File: config.mk
export PLATFORM = sky130hd
export DESIGN_NAME = frame_playback_sequencer
export DESIGN_NICKNAME = d
export VERILOG_FILES = /design/src/fps_pkg.sv /design/src/frame_playback_sequencer.sv
export SDC_FILE = /design/constraint.sdc
export NUM_CORES = 1
export LEC_CHECK = 0
export CORE_MARGIN = 2
export CORE_UTILIZATION = 30
export DETAILED_ROUTE_END_ITERATION = 10
export DONT_BUFFER_PORTS = 1
export HOLD_SLACK_MARGIN = 0.06
export MAX_ROUTING_LAYER = met4
export PLACE_DENSITY = 0.47
export SLEW_MARGIN = 40
export SYNTH_ARGS = -nofsm -noshare
export SYNTH_HDL_FRONTEND = slang
export SYNTH_SLANG_ARGS = --single-unit
File: constraint.sdc
create_clock -name clk -period 10.99 [get_ports clk]
set_clock_uncertainty 0.15 [all_clocks]
set_input_delay 0 -clock clk [delete_from_list [all_inputs] [get_ports clk]]
set_output_delay 0 -clock clk [all_outputs]
set_load 0.01 [all_outputs]
File: src/fps_pkg.sv
package fps_pkg;

	localparam int KIND_W = 3;
	localparam int CFG_IDX_W = 2;

	typedef enum logic [KIND_W-1:0] {
		KIND_TICK      = 3'd0,
		KIND_PLAY      = 3'd1,
		KIND_PAUSE     = 3'd2,
		KIND_STOP      = 3'd3,
		KIND_STEP_FWD  = 3'd4,
		KIND_STEP_BACK = 3'd5,
		KIND_GOTO      = 3'd6,
		KIND_NONE      = 3'd7
	} kind_t;

	typedef enum logic [CFG_IDX_W-1:0] {
		REG_FRAME_COUNT = 2'd0,
		REG_PERIOD      = 2'd1,
		REG_LOOP        = 2'd2,
		REG_UNUSED      = 2'd3
	} cfg_reg_t;

	typedef enum logic [3:0] {
		S_IDLE      = 4'b0001,
		S_DIV_TIME  = 4'b0010,
		S_DIV_FRAME = 4'b0100,
		S_DONE      = 4'b1000
	} state_t;

endpackage

File: src/frame_playback_sequencer.sv
// commands and idle ticks go from idle to the done state, then load the result
// register when the output is free; active ticks run the time divide and,
// when looping, the frame modulo, on DW = max(TIME_BITS+1, FRAME_BITS)+1 bits
// items are taken only in idle; the single restoring subtractor produces one
// quotient bit per cycle for the time divide and the frame modulo
// reset: frame 0, paused, accumulator 0, frame_count 1, period 41667 us, no looping
module frame_playback_sequencer #(
	parameter int FRAME_BITS = 16,
	parameter int TIME_BITS  = 20
) (
	input  logic                                      clk,
	input  logic                                      arst_n,
	input  logic                                      cfg_we,
	input  logic [fps_pkg::CFG_IDX_W-1:0]             cfg_index,
	input  logic [((FRAME_BITS > TIME_BITS) ? FRAME_BITS : TIME_BITS)-1:0] cfg_data,
	input  logic                                      in_valid,
	output logic                                      in_stall,
	input  logic [fps_pkg::KIND_W-1:0]                kind,
	input  logic [TIME_BITS-1:0]                      delta_us,
	input  logic signed [FRAME_BITS:0]                target_frame,
	output logic                                      out_valid,
	input  logic                                      out_stall,
	output logic [FRAME_BITS-1:0]                     frame_number,
	output logic                                      running,
	output logic                                      frame_event
);
	import fps_pkg::*;

	localparam int FB = FRAME_BITS;
	localparam int TB = TIME_BITS;
	localparam int DW = ((TB + 1 > FB) ? TB + 1 : FB) + 1;
	localparam int CNT_W = $clog2(DW);

	logic [FB-1:0]    cfg_count_q;
	logic [TB-1:0]    cfg_period_q;
	logic             cfg_loop_q;

	state_t           state_q, state_d;
	logic [FB-1:0]    frame_q, frame_d;
	logic             play_q, play_d;
	logic [TB:0]      acc_q, acc_d;
	logic             ev_q, ev_d;
	logic [DW-1:0]    rem_q, rem_d;
	logic [DW-1:0]    dvd_q, dvd_d;
	logic [DW-1:0]    dvs_q, dvs_d;
	logic [CNT_W-1:0] cnt_q, cnt_d;

	logic             out_valid_q;
	logic [FB-1:0]    out_frame_q;
	logic             out_run_q;
	logic             out_ev_q;

	logic [FB-1:0]    count;
	logic [FB-1:0]    last;
	logic [TB-1:0]    period;
	logic [FB-1:0]    frame_cl;
	logic [TB:0]      sum;
	logic [DW-1:0]    shift_val;
	logic [DW:0]      diff;
	logic             ge;
	logic [DW-1:0]    q_next;
	logic [DW-1:0]    r_next;
	logic [DW-1:0]    adv;
	logic             in_xfer;
	logic             out_free;

	assign count    = (cfg_count_q == '0) ? FB'(1) : cfg_count_q;
	assign last     = count - FB'(1);
	assign period   = (cfg_period_q == '0) ? TB'(1) : cfg_period_q;
	assign frame_cl = (frame_q > last) ? last : frame_q;
	assign sum      = acc_q + {1'b0, delta_us};

	// shared restoring divide step
	assign shift_val = {rem_q[DW-2:0], dvd_q[DW-1]};
	assign diff      = {1'b0, shift_val} - {1'b0, dvs_q};
	assign ge        = ~diff[DW];
	assign q_next    = {dvd_q[DW-2:0], ge};
	assign r_next    = ge ? diff[DW-1:0] : shift_val;
	assign adv       = DW'(frame_q) + q_next;

	assign in_stall = (state_q != S_IDLE);
	assign in_xfer  = in_valid && !in_stall;
	assign out_free = !out_valid_q || !out_stall;

	always_comb begin
		state_d = state_q;
		frame_d = frame_q;
		play_d  = play_q;
		acc_d   = acc_q;
		ev_d    = ev_q;
		rem_d   = rem_q;
		dvd_d   = dvd_q;
		dvs_d   = dvs_q;
		cnt_d   = cnt_q;
		unique case (state_q)
			S_IDLE: begin
				if (in_xfer) begin
					frame_d = frame_cl;
					ev_d    = 1'b0;
					state_d = S_DONE;
					case (kind)
						KIND_TICK: begin
							if (play_q && last != '0) begin
								rem_d   = '0;
								dvd_d   = DW'(sum);
								dvs_d   = DW'(period);
								cnt_d   = CNT_W'(DW - 1);
								state_d = S_DIV_TIME;
							end
						end
						KIND_PLAY: begin
							if (last != '0) begin
								play_d = 1'b1;
							end
						end
						KIND_PAUSE: begin
							play_d = 1'b0;
						end
						KIND_STOP: begin
							play_d  = 1'b0;
							frame_d = '0;
							acc_d   = '0;
							ev_d    = 1'b1;
						end
						KIND_STEP_FWD: begin
							if (!play_q) begin
								if (frame_cl < last) begin
									frame_d = frame_cl + FB'(1);
								end else if (cfg_loop_q) begin
									frame_d = '0;
								end
								ev_d = 1'b1;
							end
						end
						KIND_STEP_BACK: begin
							if (!play_q) begin
								if (frame_cl != '0) begin
									frame_d = frame_cl - FB'(1);
								end else if (cfg_loop_q) begin
									frame_d = last;
								end
								ev_d = 1'b1;
							end
						end
						KIND_GOTO: begin
							if (target_frame[FB]) begin
								frame_d = '0;
							end else if (target_frame[FB-1:0] > last) begin
								frame_d = last;
							end else begin
								frame_d = target_frame[FB-1:0];
							end
							ev_d = 1'b1;
						end
						default: begin
						end
					endcase
				end
			end
			S_DIV_TIME: begin
				rem_d = r_next;
				dvd_d = q_next;
				cnt_d = cnt_q - CNT_W'(1);
				if (cnt_q == '0) begin
					state_d = S_DONE;
					acc_d   = r_next[TB:0];
					if (q_next != '0) begin
						ev_d = 1'b1;
						if (cfg_loop_q) begin
							rem_d   = '0;
							dvd_d   = adv;
							dvs_d   = DW'(count);
							cnt_d   = CNT_W'(DW - 1);
							state_d = S_DIV_FRAME;
						end else if (adv > DW'(last)) begin
							frame_d = last;
							play_d  = 1'b0;
							acc_d   = '0;
						end else begin
							frame_d = adv[FB-1:0];
						end
					end
				end
			end
			S_DIV_FRAME: begin
				rem_d = r_next;
				dvd_d = q_next;
				cnt_d = cnt_q - CNT_W'(1);
				if (cnt_q == '0) begin
					frame_d = r_next[FB-1:0];
					state_d = S_DONE;
				end
			end
			S_DONE: begin
				if (out_free) begin
					state_d = S_IDLE;
				end
			end
			default: begin
				state_d = S_IDLE;
			end
		endcase
	end

	always_ff @(posedge clk or negedge arst_n) begin
		if (!arst_n) begin
			cfg_count_q  <= FB'(1);
			cfg_period_q <= TB'(41667);
			cfg_loop_q   <= 1'b0;
		end else if (cfg_we) begin
			unique case (cfg_index)
				REG_FRAME_COUNT: cfg_count_q <= cfg_data[FB-1:0];
				REG_PERIOD:      cfg_period_q <= cfg_data[TB-1:0];
				REG_LOOP:        cfg_loop_q <= cfg_data[0];
				default: begin
				end
			endcase
		end
	end

	always_ff @(posedge clk or negedge arst_n) begin
		if (!arst_n) begin
			state_q <= S_IDLE;
			frame_q <= '0;
			play_q  <= 1'b0;
			acc_q   <= '0;
			ev_q    <= 1'b0;
			cnt_q   <= '0;
		end else begin
			state_q <= state_d;
			frame_q <= frame_d;
			play_q  <= play_d;
			acc_q   <= acc_d;
			ev_q    <= ev_d;
			cnt_q   <= cnt_d;
		end
	end

	always_ff @(posedge clk) begin
		rem_q <= rem_d;
		dvd_q <= dvd_d;
		dvs_q <= dvs_d;
	end

	// result register, loaded as the sequencer leaves the done state
	always_ff @(posedge clk or negedge arst_n) begin
		if (!arst_n) begin
			out_valid_q <= 1'b0;
		end else if (state_q == S_DONE && out_free) begin
			out_valid_q <= 1'b1;
		end else if (!out_stall) begin
			out_valid_q <= 1'b0;
		end
	end

	always_ff @(posedge clk) begin
		if (state_q == S_DONE && out_free) begin
			out_frame_q <= frame_q;
			out_run_q   <= play_q;
			out_ev_q    <= ev_q;
		end
	end

	assign out_valid    = out_valid_q;
	assign frame_number = out_frame_q;
	assign running      = out_run_q;
	assign frame_event  = out_ev_q;

`ifndef NO_ASSERTIONS
	a_result_from_done: assert property (@(posedge clk) disable iff (!arst_n)
		$rose(out_valid_q) |-> $past(state_q == S_DONE))
		else $error("result appeared without a finished item");

	a_frame_div_loops: assert property (@(posedge clk) disable iff (!arst_n)
		(state_q == S_DIV_FRAME) |-> cfg_loop_q)
		else $error("frame modulo started without looping");

	a_frame_in_range: assert property (@(posedge clk) disable iff (!arst_n)
		(state_q != S_IDLE) |-> (frame_q <= last))
		else $error("frame index beyond last frame during an item");

	a_busy_no_accept: assert property (@(posedge clk) disable iff (!arst_n)
		(state_q == S_DIV_TIME || state_q == S_DIV_FRAME) |=> (state_q != S_IDLE))
		else $error("divide ended without passing through done");
`endif

endmodule
## After elaboration in Yosys (flattened, before gate mapping)

Index checks and enable logic that the tools add are counted.

- Add/subtract/negate cells: 7
- Magnitude comparators: 4
- Eq/ne operators: 27
- Multiplexer cells: 80
- Bitwise gates (word level): 1
- Reduce and logical (&&, ||, !) cells: 30

Operator list:

| cell | number |
|---|---|
| 21-bit two-way mux | 13 |
| 22-bit two-way mux | 12 |
| 16-bit two-way mux | 16 |
| 22-bit one-hot mux with 3 select lines | 1 |
| 16-bit one-hot mux with 4 select lines | 1 |
| 21-bit one-hot mux with 3 select lines | 1 |
| 16-bit one-hot mux with 3 select lines | 1 |
| 22-bit one-hot mux with 2 select lines | 1 |
| 21-bit one-hot mux with 2 select lines | 1 |
| 16-bit > comparator | 2 |
| 4-bit two-way mux | 8 |
| 16-bit nonzero test | 2 |
| 16-bit by 1-bit subtractor with 16-bit output, second input constant | 2 |
| 5-bit two-way mux | 6 |
| 22-bit by 22-bit subtractor with 23-bit output | 1 |
| 16-bit by 22-bit adder with 22-bit output | 1 |
| 22-bit by 16-bit > comparator with 1-bit output | 1 |
| 22-bit nonzero test | 1 |
| 21-bit by 20-bit adder with 21-bit output | 1 |
| 20-bit zero test | 1 |
| 20-bit two-way mux | 1 |
| 2-bit inequality test, second input constant | 9 |
| 16-bit by 1-bit adder with 16-bit output, second input constant | 1 |
| 16-bit zero test | 1 |
| 34 further kinds | 64 |

- Bits in registers: 169
- Output and inout port bits: 20

## Depth between registers and ports, before layout

Gate-level depths: netlist of the first run.

- Depth in word-level cells: 11
- Depth in mapped cells: 36
- Mapped depth without buffers: 33

## Least setup slack after synthesis of the first run

OpenSTA, ideal clock, no wires.

- Path kind: flip-flop to flip-flop
- Start: reg cfg_count_q[8]
- End: reg frame_q[4]
- Data arrival time: 7810 ps
- Data required time: 10714 ps
- Path slack: 2904 ps
- Stages on the path, launching flop included: 35
- Period minus slack after synthesis: 8086 ps
- Cell sequence: dfrtp_1 clkbuf_1 nor2_1 and4_1 a21oi_1 ha_1 nor3b_1 nand3_1 or3_1 xnor2_1 inv_1 ha_1 nand4_1 nor2_1 nand4_1 a21oi_1 buf_2 nor2_4 buf_2 buf_2 a21boi_0 inv_1 ha_1 a21o_1 a21o_1 a21oi_1 nand2_1 or2_2 o221ai_1 and2_1 nand3_1 a21oi_1 nor3_1 or4_1 o32a_1

- Longest elaborated chain between the ends: 11
- Elaborated cells between the ends (all ways): 26
- Those cells by class: 3 x add/sub; 4 x order compare; 17 x mux; 2 x reduce/logical

Ends and longest elaborated chain:

| what | RTL line | text |
|---|---|---|
| start, declared | frame_playback_sequencer.sv:34 | `logic [FB-1:0] cfg_count_q;` |
| start signal, assigned | frame_playback_sequencer.sv:212 | `REG_FRAME_COUNT: cfg_count_q <= cfg_data[FB-1:0];` |
| 16-bit zero test | frame_playback_sequencer.sv:67 | `assign count = (cfg_count_q == '0) ? FB'(1) : cfg_count_q;` |
| 16-bit two-way mux (*) | frame_playback_sequencer.sv:67 |  |
| 16-bit by 1-bit subtractor with 16-bit output (*) | frame_playback_sequencer.sv:68 | `assign last = count - FB'(1);` |
| 16-bit > comparator | frame_playback_sequencer.sv:70 | `assign frame_cl = (frame_q > last) ? last : frame_q;` |
| 16-bit two-way mux | frame_playback_sequencer.sv:70 |  |
| 16-bit by 1-bit subtractor with 16-bit output, or another cell as far along | frame_playback_sequencer.sv:138 | `frame_d = frame_cl - FB'(1);` |
| 16-bit two-way mux (on tied branches) | frame_playback_sequencer.sv:137, frame_playback_sequencer.sv:127 |  |
| 16-bit two-way mux (on tied branches) | frame_playback_sequencer.sv:136, frame_playback_sequencer.sv:126 |  |
| 16-bit one-hot mux with 4 select lines | frame_playback_sequencer.sv:101 | `case (kind)` |
| 16-bit two-way mux | frame_playback_sequencer.sv:97 | `if (in_xfer) begin` |
| 16-bit one-hot mux with 3 select lines (*) | frame_playback_sequencer.sv:95 | `unique case (state_q)` |
| end signal, assigned | frame_playback_sequencer.sv:231 | `frame_q <= frame_d;` |
| end, declared | frame_playback_sequencer.sv:39 | `logic [FB-1:0] frame_q, frame_d;` |

Every way passes the cells marked *; elsewhere a longest branch is shown, timed or not. The select of a mux whose other input is x is not followed.
A chain may end at the register's enable or synchronous reset.

## Worst setup path in the final report of the first run

- Start: reg cfg_count_q[13]
- End: reg frame_q[6]

Same word-level chain as after synthesis.

==> flow_summary.json, run 1 <==
{
  "status": "completed",
  "fp.dieW_microns": 223,
  "synth.distinct_cells": 99,
  "fin_setup_tns_ns": 0,
  "hold_viol": 0,
  "hold_path_class": "input pin to register",
  "ant_nets": 0,
  "crit_slowest_cell": "a21oi_1",
  "layout_common_cells": "nor2_1 (150), nand2_1 (142), a21oi_1 (124)",
  "cts_tree": "done",
  "synthArstFlopShare_pct": 51.5,
  "max_freq_ghz": 0.104,
  "min_period_over_period_pct": 87.1,
  "syn2layout_area_growth_pct": 17.4,
  "yosysSeqAreaShare_pct": 32.0,
  "core_sq_um": 47400,
  "syn-cell-area_sq_um": 14300,
  "io_buffers": 0,
  "tightest_slew_ns": 0.943,
  "cts_resized": 0,
  "postCtsSetupBuffers": 0,
  "p_per_area_nw_per_um2": 269,
  "syn-num-nets": 1834,
  "gp_congestion": 1.02,
  "h-tree-depth": 4,
  "nFillCells": 4985,
  "critical_path_arrival_ns": 9.79,
  "cts.sinks": 167,
  "layout-drive-gt1-share_pct": 11.6,
  "dp_hpwl_microns": 48400,
  "mostFrequentLayoutCell": "nor2_1",
  "synth-seq-cells": 167,
  "worstHoldStart": "cfg_data[7]",
  "cts-root-buf": "clkbuf_16",
  "drv_slew": 0,
  "wire_per_inst_microns": 27.0,
  "max-vdd-ir-drop_uv": 131,
  "total_power_mw": 4.52,
  "ioPinCount": 87,
  "start_util_pct": 30.2,
  "r2r_end": "frame_q[6]",
  "path_class": "register to register",
  "critPathLaunchType": "register",
  "insertion_delay_ns": 0.49,
  "grt_pass1_vias": 13800,
  "grt_start_max_net_pins": 78,
  "finalCriticalPeriod_ns": 9.57,
  "yosysWarnings": 0,
  "rsz0062_at_grt": "no",
  "reg2reg_setup_slack_ns": 1.42,
  "first_pass_iters": 6,
  "syn-instance-count": 1642,
  "design_area_sq_um": 16800,
  "cp.required_ns": 11.21,
  "wl_microns": 63800,
  "min_to": "cfg_count_q[7]",
  "numCtsBuffers": 17,
  "reg2reg_from": "cfg_count_q[13]",
  "slew_headroom_pct": 36.7,
  "avgSynthCellArea_sq_um": 8.73,
  "ctsHoldBuffers": 91,
  "grt_pass1_wl_microns": 92900,
  "row_count": 80,
  "yosys_most_used_dff": "edfxtp_1",
  "power.leakage_nw": 6.66,
  "track_usage_pct": 26.4,
  "setup.worst_path.end_class": "register",
  "drt_iter0_drc": 1284,
  "slowest_delay_ns": 0.76,
  "clk_path_buf_depth": 2,
  "placed_area_sq_um": 15300,
  "r2r_cells": 27,
  "vias": 14100,
  "antenna_found_initial": 1,
  "cp_max_fo": 27,
  "die_h_microns": 223,
  "maxCapViolCount": 0,
  "whs_path_depth": 2,
  "grt_overflow": 0,
  "viasPerCell": 5.96,
  "synth-edff-count": 81,
  "die-area_sq_um": 49600,
  "finalSetupViolations": 0,
  "nNetsFinal": 1925,
  "cts.clk_slew.worst_paths_ns": 0.08,
  "drc": 0
}
cell type report:
class	instances	area [sq um]	area share, %
well taps	615	769	4.57
inverters	85	319	1.90
clock buffers	21	493	2.93
clock inverters	11	97.6	0.580
repair buffers	137	1290	7.67
flip-flops and latches	167	4600	27.3
multi-input cells	1325	9260	55.0
diodes	1	2.50	0.0149
how the worst max path moves through the flow:
stage                     from          to  cells after the start
3_3_place_gp   cfg_count_q[13]  frame_q[6]                     27
6_report       cfg_count_q[13]  frame_q[6]                     27
4_1_cts        cfg_count_q[13]  frame_q[2]                     28
2_1_floorplan   cfg_count_q[8]  frame_q[4]                     34
3_5_place_dp   cfg_count_q[13]  frame_q[4]                     28
5_1_grt         cfg_count_q[8]  frame_q[2]                     29
flip-flops by register name, indices dropped and copies added (netlist names):
name          count
running           1
cfg_loop_q        1
acc_q            21
frame_number     16
cfg_count_q      16
state_q           4
frame_q          16
out_valid         1
play_q            1
dvs_q            20
ev_q              1
rem_q            21
cfg_period_q     20
dvd_q            22
cnt_q             5
frame_event       1
synthesized netlist by cell type, types with 19 or more instances:
cell	n	area, sq um
xnor2_1	38	333
nor3_1	44	220
a31oi_1	19	119
o21ai_0	113	566
inv_1	82	308
mux2_2	45	507
nand2_1	144	541
o21a_1	20	150
a21o_1	20	150
nand3_1	34	170
o211ai_1	24	180
clkbuf_1	49	184
mux2i_1	21	210
edfxtp_1	81	2430
a211oi_1	30	225
nand4_1	23	144
ha_1	122	1530
nor2_1	151	567
a21oi_1	127	636
dfrtp_1	77	1930
cells by family (layout without fill, tap and decap cells):
family                     after synthesis  in the layout  share of synthesized area, %
other                                    0              1                             0
muxes                                   67             67                          5.10
and+or+nand+nor                        544            544                          19.0
xor gates and xnor gates                54             54                          3.30
AOI/OAI and AO/OA                      535            535                          25.3
DFF                                    167            167                          32.0
adders and majority gates              125            125                          11.1
buffers and inverters                  150            254                          4.26
per-layer routing:
layer | up-vias | part of all wire [%] | wire length [microns] | GRT usage [%]
li1 | 6427 | - | - | -
met1 | 6948 | 44 | 27800 | 34.3
met2 | 569 | 45 | 28900 | 40.6
met3 | 131 | 6.7 | 4290 | 4.58
met4 | 0 | 4.4 | 2800 | 11.2
met5 | - | 0 | 0 | -
worst max-delay path, delay by kind of cell (launching register included):
family,cells,cell delay (ns)
flip-flops,1,0.51
XOR/XNOR,1,0.53
AND/OR/NAND/NOR,7,2.84
adder cells (fa/ha/maj),3,1.10
AO/OA/AOI/OAI,14,3.63
buffers and inverters,2,0.68
power breakdown:
part	switching [mW]	internal [mW]
sequential	0.154	0.817
combinational	1.93	1.00
clock	0.293	0.330
total	2.37	2.15
through the flow:
step	hold slack, ns	utilization, %	std cells	worst slack, ns
5_1_grt	0.0851	35.5	2362	0.953
2_1_floorplan	-0.446	-	1642	2.90
3_3_place_gp	-0.444	32.1	2236	1.41
4_1_cts	0.0610	35.4	2361	1.17
6_report	0.0779	35.5	2362	1.42
3_5_place_dp	-0.444	32.2	2238	1.29
No activity file was read; power rests on OpenSTA's default activity.
==> run 2, diff against run 1 <==
--- a/config.mk
+++ b/config.mk
@@ -5,6 +5,7 @@
 export SDC_FILE = /design/constraint.sdc
 export NUM_CORES = 1
 export LEC_CHECK = 0
+export ABC_AREA = 1
 export CORE_MARGIN = 2
 export CORE_UTILIZATION = 30
 export DETAILED_ROUTE_END_ITERATION = 10
==> flow_summary.json, run 2 <==
{
  "status": "finished with violations",
  "violations": "negative hold slack",
  "synth_top_area_share_pct": 16.6,
  "nNetsFinal": 2322,
  "syn-instance-count": 2049,
  "hold_viol": 1,
  "tightest_slew_ns": 0.799,
  "layout_common_cells": "nand2_1 (546), inv_1 (202), o21ai_0 (185)",
  "clk_path_buf_depth": 2,
  "critPathLaunchType": "register",
  "insertion_delay_ns": 0.47,
  "cts_tree": "done",
  "slew_headroom_pct": 46.6,
  "slowest_delay_ns": 0.59,
  "fin_setup_tns_ns": 0,
  "min_period_over_period_pct": 72.6,
  "path_class": "register to register",
  "syn-cell-area_sq_um": 14700,
  "critical_path_arrival_ns": 8.23,
  "antenna_found_initial": 2,
  "start_util_pct": 30.2,
  "fp.dieW_microns": 225,
  "cp.required_ns": 11.24,
  "grt_start_max_net_pins": 59,
  "ioPinCount": 87,
  "layout-drive-gt1-share_pct": 8.07,
  "rsz0062_at_grt": "no",
  "grt_overflow": 0,
  "critPathCapture": "frame_q[4]",
  "reg_top3": "dvd_q x22, acc_q x21, rem_q x21",
  "instances_no_fill": 2766,
  "cts-root-buf": "clkbuf_16",
  "synth.distinct_cells": 65,
  "largest_reg_flops": 22,
  "wl_microns": 57700,
  "viasPerCell": 5.24,
  "yosysWarnings": 0,
  "grt_pass1_vias": 14100,
  "row_count": 81,
  "gp_congestion": 0.976,
  "synth-edff-count": 81,
  "numCtsBuffers": 17,
  "grt_pass1_wl_microns": 87200,
  "p_per_area_nw_per_um2": 330,
  "drc": 0,
  "syn2layout_area_growth_pct": 15.9,
  "yosysMostFrequentCell": "nand2_1",
  "drv_slew": 0,
  "wire_per_inst_microns": 20.9,
  "yosysSeqAreaShare_pct": 31.4,
  "io_buffers": 0,
  "cp_max_fo": 34,
  "postCtsSetupBuffers": 0,
  "maxCapViolCount": 0,
  "syn-num-nets": 2241,
  "die-area_sq_um": 50600,
  "die_h_microns": 225,
  "synthArstFlopShare_pct": 51.5,
  "placedCellCount": 2632,
  "whs_ns": -0.00777,
  "netlist_top_cells_area": "edfxtp_1 (17%), nand2_1 (14%), dfrtp_1 (13%), ha_1 (10%), o21ai_0 (6.4%)",
  "power.leakage_nw": 7.85,
  "first_pass_iters": 6,
  "core_sq_um": 48500,
  "ctsHoldBuffers": 101,
  "hold_path_class": "input pin to register",
  "cts.clk_slew.worst_paths_ns": 0.09,
  "finalSetupViolations": 0,
  "max-vdd-ir-drop_uv": 148,
  "crit_family": "simple AND/OR/NAND/NOR gates",
  "h-tree-depth": 4,
  "dp_hpwl_microns": 43000,
  "synth-seq-cells": 167,
  "cts_resized": 0,
  "setup.worst_path.end_class": "register",
  "worst-path-stages": 35,
  "r2r_end": "frame_q[4]",
  "finalCriticalPeriod_ns": 7.98,
  "reg2reg_from": "cfg_count_q[0]",
  "avgSynthCellArea_sq_um": 7.15,
  "r2r_cells": 35,
  "cts.sinks": 167,
  "track_usage_pct": 23.6,
  "synth_common_cells": "nand2_1 (547), inv_1 (204), nor2_1 (187), o21ai_0 (187), a21oi_1 (130)",
  "crit_slowest_cell": "nand2_2",
  "cp-startpoint": "cfg_count_q[0]",
  "yosys_most_used_dff": "edfxtp_1",
  "synth.largest_area_cell": "edfxtp_1",
  "drt_iter0_drc": 1321,
  "reg2reg_setup_slack_ns": 3.01,
  "max_freq_ghz": 0.125,
  "ant_nets": 0,
  "cpMostUsedCell": "nand2_1",
  "mostFrequentLayoutCell": "nand2_1",
  "largest-register": "dvd_q",
  "cp_num_buf_inv": 4,
  "vias": 14500
}
[run 2: changes by cell type after synthesis, moves of 29 or more]
| cell | delta |
|---|---|
| o21ai_0 | +74 |
| nand2_1 | +403 |
| mux2_2 | -45 |
| a211oi_1 | -29 |
| inv_1 | +122 |
| xor2_1 | +36 |
| nor2_1 | +36 |
| nand3_1 | +77 |
[run 2: through the flow]
stage / util [%] / area [sq um] / setup slack [ns] / hold slack (ns) / power (mW)
after floorplan: - / 14700 / 5.04 / -0.446 / 3.70
after detailed placement: 31.6 / 15400 / 3.69 / -0.444 / 4.87
after CTS: 35.0 / 17000 / 3.20 / 0.0639 / 5.58
after global routing: 35.0 / 17000 / 2.42 / 0.0616 / 6.11
final: 35.0 / 17000 / 3.01 / -0.00777 / 5.60
after global placement: 31.5 / 15300 / 3.15 / -0.443 / 4.86
[run 2: cell type report]
type	instances	area, sq um
Clock buffer	20	479
Multi-Input combinational cell	1607	8980
Antenna cell	1	2.50
Tap cell	622	778
Sequential cell	167	4600
Clock inverter	12	125
Inverter	208	781
Timing Repair Buffer	129	1250
Fill cell	5176	31600
[run 2: worst min-delay path by stage]
stage                                start        endpoint  depth (start not counted)
after floorplan                     arst_n        acc_q[0]                          0
after global placement              arst_n       acc_q[14]                          0
after global routing          cfg_index[1]  cfg_count_q[4]                          5
after detailed placement            arst_n       acc_q[13]                          0
final                         cfg_index[1]  cfg_count_q[0]                          5
after CTS                 target_frame[16]     frame_q[11]                          5
[run 2: tightest hold or removal path: cells and delay by family]
| family | cells | cell delay [ns] |
|---|---|---|
| AOI/OAI and AO/OA | 1 | 0.07 |
| and+or+nand+nor | 2 | 0.18 |
| buffers and inverters | 2 | 0.34 |
[run 2: logic make-up after synthesis]
| family | after synthesis | synth area share, % |
|---|---|---|
| AOI/OAI and AO/OA | 416 | 15.7 |
| xor gates and xnor gates | 71 | 4.24 |
| adders and majority gates | 125 | 10.8 |
| buffers and inverters | 275 | 7.64 |
| DFF | 167 | 31.4 |
| and+or+nand+nor | 995 | 30.2 |
[run 2: layer usage]
layer / GRT usage, % / vias to the layer above / routed length (microns)
li1: - / 7028 / -
met1: 31.5 / 6881 / 26300
met2: 36.6 / 488 / 26400
met3: 3.79 / 101 / 3360
met4: 7.46 / 0 / 1620
met5: - / - / 0
[run 2: report_power, final]
group	switching (mW)	leakage [nW]	total [mW]	internal, mW
combinational	2.60	5.74	3.82	1.22
sequential	0.228	1.81	1.15	0.920
clock	0.303	0.296	0.631	0.328
total	3.13	7.85	5.60	2.47
==> run 3, diff against run 2 <==
--- a/config.mk
+++ b/config.mk
@@ -5,14 +5,14 @@
 export SDC_FILE = /design/constraint.sdc
 export NUM_CORES = 1
 export LEC_CHECK = 0
-export ABC_AREA = 1
+export ABC_AREA = 0
 export CORE_MARGIN = 2
 export CORE_UTILIZATION = 30
 export DETAILED_ROUTE_END_ITERATION = 10
 export DONT_BUFFER_PORTS = 1
 export HOLD_SLACK_MARGIN = 0.06
 export MAX_ROUTING_LAYER = met4
-export PLACE_DENSITY = 0.47
+export PLACE_DENSITY = 0.48
 export SLEW_MARGIN = 40
 export SYNTH_ARGS = -nofsm -noshare
 export SYNTH_HDL_FRONTEND = slang
==> constraint.sdc (replaced) <==
create_clock -name clk -period 6.9 [get_ports clk]
set_clock_uncertainty 0.15 [all_clocks]
set_input_delay 0 -clock clk [delete_from_list [all_inputs] [get_ports clk]]
set_output_delay 0 -clock clk [all_outputs]
set_load 0.01 [all_outputs]
==> flow_summary.json, run 3 (synthesis gave the netlist of run 1 again) <==
{
  "ioPinCount": 87,
  "hold_viol": 0,
  "syn2layout_area_growth_pct": 31.2,
  "seq_area_sq_um": 4600,
  "ant_nets": 0,
  "track_usage_pct": 27.3,
  "cts.clk_slew.worst_paths_ns": 0.08,
  "min_to": "cfg_count_q[6]",
  "drt_iter0_drc": 1533,
  "layout-drive-gt1-share_pct": 23.2,
  "internal_power_mw": 4.21,
  "status": "finished with violations",
  "insertion_delay_ns": 0.49,
  "antenna_found_initial": 2,
  "power_frac_comb_pct": 69.7,
  "largest-register": "dvd_q",
  "cp_num_buf_inv": 7,
  "die-area_sq_um": 49600,
  "mostFrequentLayoutCell": "buf_4",
  "row_count": 80,
  "fp.dieW_microns": 223,
  "grt_pass1_wl_microns": 96700,
  "tightest_slew_ns": 0.827,
  "maxCapViolCount": 0,
  "max-vdd-ir-drop_uv": 233,
  "drc": 0,
  "reg2reg_from": "dvd_q[21]",
  "cts-root-buf": "clkbuf_16",
  "r2r_cells": 35,
  "dp_hpwl_microns": 49400,
  "power.leakage_nw": 7.75,
  "slowest_delay_ns": 0.38,
  "drv_slew": 0,
  "worstHoldStart": "cfg_data[6]",
  "fin_ws_ns": -0.319,
  "core_sq_um": 47400,
  "worst-path-stages": 35,
  "seq_power_share_pct": 18.1,
  "viasPerCell": 5.77,
  "start_util_pct": 30.2,
  "nNetsFinal": 2118,
  "reg_top3": "dvd_q x22, acc_q x21, rem_q x21",
  "rsz0062_at_grt": "yes",
  "path_class": "register to register",
  "critPathLaunchType": "register",
  "nFillCells": 4838,
  "largest_reg_flops": 22,
  "multi_input_area_sq_um": 9580,
  "first_pass_iters": 5,
  "utilization_pct": 39.7,
  "layout_common_cells": "buf_4 (209), nor2_1 (142), nand2_1 (141)",
  "io_buffers": 0,
  "clock_power_share_pct": 12.2,
  "reg2reg_setup_slack_ns": -0.32,
  "crit_slowest_cell": "edfxtp_1",
  "slew_headroom_pct": 43.3,
  "finalCriticalPeriod_ns": 7.22,
  "min_period_over_period_pct": 105,
  "clk_path_buf_depth": 2,
  "cts.sinks": 167,
  "hold_path_class": "input pin to register",
  "h-tree-depth": 4,
  "grt_start_max_net_pins": 78,
  "r2r_end": "acc_q[1]",
  "whs_path_depth": 2,
  "finalSetupViolations": 38,
  "swShare_pct": 49.4,
  "die_h_microns": 223,
  "max_freq_ghz": 0.139,
  "crit_family": "compound AO/OA/AOI/OAI gates",
  "cp_max_fo": 5,
  "grt_pass1_vias": 14500,
  "wl_microns": 65400,
  "placedCellCount": 2396,
  "p_per_area_nw_per_um2": 442,
  "setup.worst_path.end_class": "register",
  "grt_overflow": 0,
  "gp_congestion": 0.994,
  "net-switching-power_mw": 4.11,
  "instances_no_fill": 2555,
  "numCtsBuffers": 17,
  "cts_tree": "done",
  "cp.required_ns": 7.16,
  "violations": "negative setup slack",
  "critical_path_arrival_ns": 7.48,
  "vias": 14800,
  "wire_per_inst_microns": 25.6
}
-- run 3: changes by cell type in the layout (fill, tap and decap cells not counted), moves of 28 or more --
cell / change
nand2_1: -405
buf_4: +183
inv_1: -120
o21ai_0: -96
nand3_1: -77
mux2_2: +45
nor2_1: -42
xor2_1: -37
a211oi_1: +28
-- run 3: power groups by stage --
| stage | logic (mW) | clock network, mW | registers (mW) |
|---|---|---|---|
| 2_1_floorplan | 2.93 | 0 | 1.48 |
| 3_3_place_gp | 5.25 | 0 | 1.52 |
| 3_5_place_dp | 5.29 | 0 | 1.52 |
| 4_1_cts | 5.58 | 1.03 | 1.50 |
| 5_1_grt | 6.21 | 1.07 | 1.53 |
| 6_report | 5.80 | 1.02 | 1.51 |
-- run 3: worst max path at each step --
stage | slack (ns) | endpoint | from
2_1_floorplan | -0.05 | frame_q[11] | rem_q[1]
3_3_place_gp | -0.16 | frame_q[11] | dvd_q[21]
3_5_place_dp | -0.26 | frame_q[11] | dvd_q[21]
4_1_cts | -0.27 | frame_q[7] | dvd_q[21]
5_1_grt | -0.72 | acc_q[1] | dvd_q[21]
6_report | -0.32 | acc_q[1] | dvd_q[21]
-- run 3: metal layers --
metal	vias to the layer above	routed length, microns	GRT usage, %
met5	-	0	-
met4	0	2070	8.21
met3	127	5570	6.84
met2	625	29100	41.3
met1	7179	28700	35.9
li1	6819	-	-
-- run 3: repair_timing --
action | CTS | global route
pin swaps | 18 | 25
endpoints found under the hold margin | 238 | 0
hold buffers | 98 | 0
setup buffers | 18 | 6
cloned | 6 | 0
setup endpoints to repair | 38 | 38
resized for setup | 65 | 45
-- run 3: layout make-up --
cell class,instances,area share [%]
Timing Repair Buffer,330,15.6
Clock buffer,18,2.39
Tap cell,615,4.09
Sequential cell,167,24.4
Clock inverter,14,0.891
Multi-Input combinational cell,1325,50.9
Antenna cell,1,0.0133
Inverter,85,1.70
-- run 3: per-stage QoR --
stage	setup slack, ns	area, sq um	hold WS [ns]	TNS (ns)	total power, mW
floorplan	-0.0460	14500	-0.446	-0.0548	4.41
global placement	-0.156	16500	-0.442	-2.70	6.77
detailed placement	-0.259	16600	-0.443	-5.76	6.82
CTS	-0.272	18600	0.0610	-7.52	8.12
global route	-0.716	18800	0.0810	-25.39	8.81
finish	-0.319	18800	0.0920	-10.14	8.32
